<file path="src/rtl/core/uue_pkg.sv">
// Shared types, codes and the 6-bit character encoder for the uuencode line encoder.
package uue_pkg;

  localparam int LINE_BYTES_DEF = 45;

  localparam logic [1:0] KIND_DATA     = 2'd0;
  localparam logic [1:0] KIND_DATA_END = 2'd1;
  localparam logic [1:0] KIND_END      = 2'd2;

  localparam logic [7:0] CHAR_NEWLINE   = 8'h0A;
  localparam logic [7:0] CHAR_BACKQUOTE = 8'h60;
  localparam logic [7:0] CHAR_OFFSET    = 8'h20;

  typedef struct packed {
    logic [1:0] kind;
    logic [7:0] data_byte;
  } in_item_t;

  typedef struct packed {
    logic [7:0] out_char;
    logic       last_of_run;
    logic       stream_done;
  } out_item_t;

  // Map a 6-bit value to its printable character; zero becomes a backquote.
  function automatic logic [7:0] enc6(input logic [5:0] v);
    logic [7:0] ch;
    if (v == 6'd0) begin
      ch = CHAR_BACKQUOTE;
    end else begin
      ch = {2'b00, v} + CHAR_OFFSET;
    end
    return ch;
  endfunction

endpackage

</file>
<file path="src/rtl/core/uuencode_line_encoder.sv">
// uuencode line encoder: line store, group sequencer and shared 6-bit encoder.
// A byte that does not close a line gives no output and is only stored. A closing item
// gives its first character, the length, through the output register; one store read
// port (read and capture states per byte) and one encoder emitting one character per
// cycle while the output is not stalled pace the line. The end-of-stream line adds a
// backquote and newline. Synchronous active-low reset empties the line and the output.
module uuencode_line_encoder #(
  parameter int LINE_BYTES = uue_pkg::LINE_BYTES_DEF
) (
  input  logic              clk,
  input  logic              rst_n,
  input  logic              in_valid,
  output logic              in_stall,
  input  uue_pkg::in_item_t in_item,
  output logic              out_valid,
  input  logic              out_stall,
  output uue_pkg::out_item_t out_item
);

  localparam int IW = (LINE_BYTES > 1) ? $clog2(LINE_BYTES) : 1;
  localparam int CW = $clog2(LINE_BYTES + 1);
  localparam int BW = CW + 1;
  localparam logic [BW-1:0] LB_W = BW'(LINE_BYTES);

  localparam logic [2:0] S_IDLE = 3'd0;
  localparam logic [2:0] S_LEN  = 3'd1;
  localparam logic [2:0] S_RD   = 3'd2;
  localparam logic [2:0] S_CAP  = 3'd3;
  localparam logic [2:0] S_CH   = 3'd4;
  localparam logic [2:0] S_NL   = 3'd5;
  localparam logic [2:0] S_TQ   = 3'd6;
  localparam logic [2:0] S_TNL  = 3'd7;

  logic [7:0] mem [LINE_BYTES];

  logic [2:0]    state_r, state_nxt;
  logic [CW-1:0] fill_r, fill_nxt;
  logic [CW-1:0] count_r, count_nxt;
  logic          end_r, end_nxt;
  logic [BW-1:0] base_r, base_nxt;
  logic [1:0]    j_r, j_nxt;
  logic [1:0]    k_r, k_nxt;
  logic [23:0]   grp_r, grp_nxt;
  logic [7:0]    mem_q_r;
  logic          rd_ok_r;
  logic          out_valid_r;
  uue_pkg::out_item_t out_item_r;

  logic          in_accept;
  logic          out_free;
  logic          emit;
  uue_pkg::out_item_t emit_item;
  logic [5:0]    enc_in;
  logic          wr_en;
  logic          rd_en;
  logic [BW-1:0] rd_idx;
  logic          rd_ok;
  logic [BW-1:0] fill_inc;
  logic [BW-1:0] base_step;

  assign in_stall  = (state_r != S_IDLE);
  assign in_accept = in_valid && !in_stall;
  assign out_free  = !out_valid_r || !out_stall;
  assign out_valid = out_valid_r;
  assign out_item  = out_item_r;

  assign fill_inc  = {1'b0, fill_r} + BW'(1);
  assign base_step = base_r + BW'(3);
  assign rd_idx    = base_r + BW'(j_r);
  assign rd_ok     = rd_idx < {1'b0, count_r};

  always_comb begin
    state_nxt = state_r;
    fill_nxt  = fill_r;
    count_nxt = count_r;
    end_nxt   = end_r;
    base_nxt  = base_r;
    j_nxt     = j_r;
    k_nxt     = k_r;
    grp_nxt   = grp_r;
    wr_en     = 1'b0;
    rd_en     = 1'b0;
    emit      = 1'b0;
    enc_in    = 6'd0;
    emit_item = '{out_char: uue_pkg::CHAR_NEWLINE, last_of_run: 1'b0, stream_done: 1'b0};

    case (state_r)
      S_IDLE: begin
        if (in_accept) begin
          case (in_item.kind)
            uue_pkg::KIND_DATA, uue_pkg::KIND_DATA_END: begin
              wr_en = 1'b1;
              if (fill_inc >= LB_W || in_item.kind == uue_pkg::KIND_DATA_END) begin
                count_nxt = fill_inc[CW-1:0];
                fill_nxt  = '0;
                end_nxt   = (in_item.kind == uue_pkg::KIND_DATA_END);
                base_nxt  = '0;
                state_nxt = S_LEN;
              end else begin
                fill_nxt = fill_inc[CW-1:0];
              end
            end
            uue_pkg::KIND_END: begin
              if (fill_r != '0) begin
                count_nxt = fill_r;
                fill_nxt  = '0;
                end_nxt   = 1'b1;
                base_nxt  = '0;
                state_nxt = S_LEN;
              end else begin
                state_nxt = S_TQ;
              end
            end
            default: begin
            end
          endcase
        end
      end
      S_LEN: begin
        if (out_free) begin
          emit      = 1'b1;
          enc_in    = 6'(count_r);
          emit_item.out_char = uue_pkg::enc6(enc_in);
          j_nxt     = 2'd0;
          state_nxt = S_RD;
        end
      end
      S_RD: begin
        rd_en     = 1'b1;
        state_nxt = S_CAP;
      end
      S_CAP: begin
        // pad a short last group with zero bytes
        grp_nxt = {grp_r[15:0], rd_ok_r ? mem_q_r : 8'h00};
        if (j_r == 2'd2) begin
          k_nxt     = 2'd0;
          state_nxt = S_CH;
        end else begin
          j_nxt     = j_r + 2'd1;
          state_nxt = S_RD;
        end
      end
      S_CH: begin
        if (out_free) begin
          emit    = 1'b1;
          enc_in  = grp_r[23:18];
          emit_item.out_char = uue_pkg::enc6(enc_in);
          grp_nxt = {grp_r[17:0], 6'd0};
          k_nxt   = k_r + 2'd1;
          if (k_r == 2'd3) begin
            base_nxt = base_step;
            j_nxt    = 2'd0;
            state_nxt = (base_step < {1'b0, count_r}) ? S_RD : S_NL;
          end
        end
      end
      S_NL: begin
        if (out_free) begin
          emit = 1'b1;
          emit_item.last_of_run = !end_r;
          state_nxt = end_r ? S_TQ : S_IDLE;
          end_nxt   = 1'b0;
        end
      end
      S_TQ: begin
        if (out_free) begin
          emit = 1'b1;
          emit_item.out_char = uue_pkg::CHAR_BACKQUOTE;
          state_nxt = S_TNL;
        end
      end
      S_TNL: begin
        if (out_free) begin
          emit = 1'b1;
          emit_item.last_of_run = 1'b1;
          emit_item.stream_done = 1'b1;
          state_nxt = S_IDLE;
        end
      end
      default: begin
        state_nxt = S_IDLE;
      end
    endcase
  end

  always_ff @(posedge clk) begin
    if (wr_en) begin
      mem[fill_r[IW-1:0]] <= in_item.data_byte;
    end
    if (rd_en && rd_ok) begin
      mem_q_r <= mem[rd_idx[IW-1:0]];
    end
  end

  always_ff @(posedge clk) begin
    if (!rst_n) begin
      state_r     <= S_IDLE;
      fill_r      <= '0;
      end_r       <= 1'b0;
      out_valid_r <= 1'b0;
    end else begin
      state_r <= state_nxt;
      fill_r  <= fill_nxt;
      end_r   <= end_nxt;
      if (emit) begin
        out_valid_r <= 1'b1;
      end else if (!out_stall) begin
        out_valid_r <= 1'b0;
      end
    end
  end

  always_ff @(posedge clk) begin
    count_r <= count_nxt;
    base_r  <= base_nxt;
    j_r     <= j_nxt;
    k_r     <= k_nxt;
    grp_r   <= grp_nxt;
    if (rd_en) begin
      rd_ok_r <= rd_ok;
    end
    if (emit) begin
      out_item_r <= emit_item;
    end
  end

endmodule

</file>
<file path="config.mk">
export PLATFORM = sky130hd
export DESIGN_NAME = uuencode_line_encoder
export DESIGN_NICKNAME = d
export VERILOG_FILES = /design/src/rtl/core/uue_pkg.sv /design/src/rtl/core/uuencode_line_encoder.sv
export SDC_FILE = /design/constraint.sdc
export NUM_CORES = 1
export LEC_CHECK = 0
export BUFFER_PORTS_ARGS = -buffer_cell sky130_fd_sc_hd__buf_2
export CAP_MARGIN = 10
export CORE_UTILIZATION = 45
export CTS_CLUSTER_SIZE = 24
export DETAILED_ROUTE_END_ITERATION = 10
export GPL_ROUTABILITY_DRIVEN = 0
export MAX_ROUTING_LAYER = met4
export SYNTH_ARGS = -nofsm -noshare
export SYNTH_HDL_FRONTEND = slang
export SYNTH_SLANG_ARGS = --single-unit
</file>
<file path="constraint.sdc">
create_clock -name clk -period 3.89 [get_ports clk]
set_clock_uncertainty 0.1 [all_clocks]
set_input_delay 0.1945 -clock clk [delete_from_list [all_inputs] [get_ports clk]]
set_output_delay 0.1945 -clock clk [all_outputs]
set_load 0.005 [all_outputs]
</file>
==> qor.csv <==
metric,value,unit
run status,finished clean,
count of pins over their slew limit,0,
Mapped Nets,1024,
DRC violation count after routing,0,
cts bufs inserted,45,
area added between synthesis and finish,14.4,%
Max-Cap Viols,0,
post-DR wirelength/cell,23.2,um
syn avg cell area,18.1,sq um
post-synthesis cell area,0.0178,sq mm
number of buffer cells added on primary ports,24,
share of synthesized registers carrying an async set or reset,0,
endpoint kind of the worst setup timing path,flop,
"commonest non-fill, non-tap cell in the layout",sky130_fd_sc_hd__edfxtp_1,
Pwr per Cell Area,724,mW/mm^2
post-route fraction of the period consumed by the critical path,0.887,
instance count of the mapped netlist,987,
area of placed instances,0.0189,sq mm
slew at the pin with the worst max-slew slack,0.947,ns
total vias in the final route,9072,
critical hold path startpoint,in_valid,
ratio of routed vias to standard cells,5.57,
die outline width,201,um
fraction of post-synthesis cell area in the top cell type by area,0.705,
cell taking the most area after synthesis,sky130_fd_sc_hd__edfxtp_1,
Register Area,0.0128,sq mm
final setup violation count,0,
fraction of layout cells with a size suffix above 1,0.228,
type of the worst setup path,flop to flop,
maximum clock frequency,290,MHz
Post-Synth Simple-Gate Area,0.0549,
"Min Clock Period, post-route",3.45,ns
Critical path destination,mem_q_r[3]$_DFFE_PP_,
CTS tree,done,
placement row count,72,
"flops & latches, synth",430,
area occupied by multi-input gates,0.00469,sq mm
reg2reg path depth,7,
number of warning messages in the yosys log,0,
worst slew margin relative to its limit,0.369,
Die Footprint,0.0404,sq mm
setup repair after global routing missed its margin,no,
# IOs,26,
commonest register cell after synthesis,sky130_fd_sc_hd__edfxtp_1,
total grt overflow,0,
clk sink count,430,
compound-cell area share of the yosys netlist,0.0336,
LEAKAGE,6.92,nW
count of filler cells inserted in the layout,3077,
antenna violations before repair,0,
Iter 0 DRT Violations,722,
# nets final,1116,
data arrival at the endpoint of the critical path,3.66,ns
Routed Antenna Nets,0,
count of endpoints failing hold in the final timing report,0,
first-pass GRT wire length,57.8,mm
H-Tree Level Count,2,
required time worst endpoint,4.10,ns
latest clock arrival within the worst-skew pair,0.56,ns
startpoint types,flop,
buffer depth of the longest clock path,3,
Peak VDD IR,0.422,mV
post-synthesis mux area share,0.148,
DRT Wirelength,37.8,mm
number of detailed-route iterations in the first pass,5,
via count of the first global-routing pass,9246,
distinct cell type count of the synthesized netlist,56,
worst-case register-to-register setup slack,0.44,ns
count of flip-flops with a built-in enable after synthesis,419,
clock slew seen by the registers of the worst setup and hold paths,0.06,ns
diode count,0,
sum of net half-perimeters after detailed placement,23.8,mm
source of the worst register-to-register timing path,base_r[0]$_SDFFCE_PN0P_,
largest net degree at the start of global routing,49,
Core ar.,0.0388,sq mm
register area share after synthesis,0.718,
maximum fanout encountered on the critical timing path,48,
die height,201,um
"top library cells by usage in the layout, fill and taps aside","sky130_fd_sc_hd__edfxtp_1, sky130_fd_sc_hd__mux4_2, sky130_fd_sc_hd__nor2_1",
Hold WC Path Type,input pin to flop,
top area cells in the synthesized netlist,"sky130_fd_sc_hd__edfxtp_1, sky130_fd_sc_hd__mux4_2, sky130_fd_sc_hd__mux2i_1",
aggregate global-route resource usage,0.199,
setup tns final,0,ns
Worst setup startpoint,base_r[0]$_SDFFCE_PN0P_,
"Design Area, Final",0.0204,sq mm
synthesized-area fraction occupied by adder cells,0.0166,
clock root buffer,sky130_fd_sc_hd__clkbuf_16,
Post-CTS Repair Setup Buffers,0,
fraction of synthesized cell area in xor and xnor cells,0.00835,
starting utilization of the core area,0.459,
RR Endpoint,mem_q_r[3]$_DFFE_PP_,
main combinational cell family by area after synthesis,multiplexers,
[synthesized netlist by cell type, types with 3 or more instances]
library cell	number
sky130_fd_sc_hd__nor2b_1	7
sky130_fd_sc_hd__buf_6	5
sky130_fd_sc_hd__nand2b_1	8
sky130_fd_sc_hd__o211ai_1	3
sky130_fd_sc_hd__or3_1	3
sky130_fd_sc_hd__xor2_1	4
sky130_fd_sc_hd__and2_1	8
sky130_fd_sc_hd__o21ai_0	13
sky130_fd_sc_hd__nor3_1	7
sky130_fd_sc_hd__a21boi_0	4
sky130_fd_sc_hd__a221oi_1	8
sky130_fd_sc_hd__a22oi_1	4
sky130_fd_sc_hd__and3_1	11
sky130_fd_sc_hd__ha_1	22
sky130_fd_sc_hd__mux4_1	10
sky130_fd_sc_hd__nand3_1	19
sky130_fd_sc_hd__buf_2	11
sky130_fd_sc_hd__a31oi_1	6
sky130_fd_sc_hd__a21oi_1	13
sky130_fd_sc_hd__o22ai_1	3
sky130_fd_sc_hd__nand2_1	72
sky130_fd_sc_hd__a21o_1	6
sky130_fd_sc_hd__mux2_2	9
sky130_fd_sc_hd__inv_1	24
sky130_fd_sc_hd__nor2_1	77
sky130_fd_sc_hd__dfxtp_1	11
sky130_fd_sc_hd__nand4_1	3
sky130_fd_sc_hd__a22o_1	10
sky130_fd_sc_hd__xnor2_1	13
sky130_fd_sc_hd__buf_4	9
sky130_fd_sc_hd__mux4_2	86
sky130_fd_sc_hd__clkbuf_1	20
sky130_fd_sc_hd__edfxtp_1	419
sky130_fd_sc_hd__mux2i_1	33
[how the worst min path moves through the flow]
stage,to,cells past startpoint
after floorplan,mem[0][0]$_DFFE_PP_,0
after global placement,grp_r[22]$_DFFE_PP_,2
after detailed placement,grp_r[22]$_DFFE_PP_,2
after CTS,state_r[2]$_SDFFE_PN0P_,5
after global routing,end_r$_SDFFE_PN0P_,5
final,state_r[1]$_SDFFE_PN0P_,5
[kinds of logic after synthesis]
logic type                 Yosys count
xor gates and xnor gates            17
and+or+nand+nor                    220
buffers and inverters               74
adders and majority gates           23
muxes                              138
DFF                                430
AOI/OAI and AO/OA                   84
other                                1
[through the flow]
stage | hold slack, ns | instances | total power [mW] | utilization | worst slack, ns
final | 0.0693 | 1630 | 14.8 | 0.526 | 0.440
after global routing | 0.101 | 1630 | 15.5 | 0.526 | 0.363
after global placement | 0.398 | 1547 | 10.7 | 0.487 | 0.489
after detailed placement | 0.400 | 1547 | 10.7 | 0.487 | 0.451
after CTS | 0.0333 | 1630 | 15.0 | 0.526 | 0.443
after floorplan | 0.193 | 987 | 9.23 | - | 0.326
[sequential cells by signal, indices dropped and copies added, names as in the netlist]
| signal | flops |
|---|---|
| mem | 360 |
| grp_r | 24 |
| out_item | 9 |
| mem_q_r | 8 |
| base_r | 7 |
| count_r | 6 |
| fill_r | 6 |
| state_r | 3 |
| j_r | 2 |
| k_r | 2 |
| end_r | 1 |
| out_valid | 1 |
| rd_ok_r | 1 |
[final cells by class]
class	instances	area share
tap	518	0.0318
inverter	25	0.00460
timing repair buffer	94	0.0351
clock buffer	54	0.0579
multi-input combinational	483	0.230
clock inverter	26	0.0133
sequential	430	0.627
[metal layers]
layer  routed length, um  global-route usage  part of all wire  vias to the layer above
met5                   0                   -                 0                        -
met4                 974              0.0575             0.026                        0
met3                1730              0.0373             0.046                       72
met2               18100               0.307              0.48                      207
met1               17000               0.271              0.45                     4675
li1                    -                   -                 -                     4118
[report_power, final]
part / internal, mW / switching [mW]
registers: 5.48 / 0.184
logic: 2.34 / 2.55
clock network: 2.50 / 1.71
[worst max-delay path, stage by stage, from the launching register on]
cell,delay (ns)
sky130_fd_sc_hd__edfxtp_1,0.47
sky130_fd_sc_hd__ha_4,0.19
sky130_fd_sc_hd__inv_1,0.05
sky130_fd_sc_hd__fa_4,0.82
sky130_fd_sc_hd__buf_12,0.28
sky130_fd_sc_hd__mux4_1,0.42
sky130_fd_sc_hd__mux4_2,0.56
sky130_fd_sc_hd__mux2_2,0.29
[what timing repair did]
| action | in CTS | in global routing |
|---|---|---|
| hold buffers | 3 | 0 |
| resized for setup | 0 | 0 |
| hold endpoints to repair | 11 | 0 |
Power figures use the tool's default switching activity.
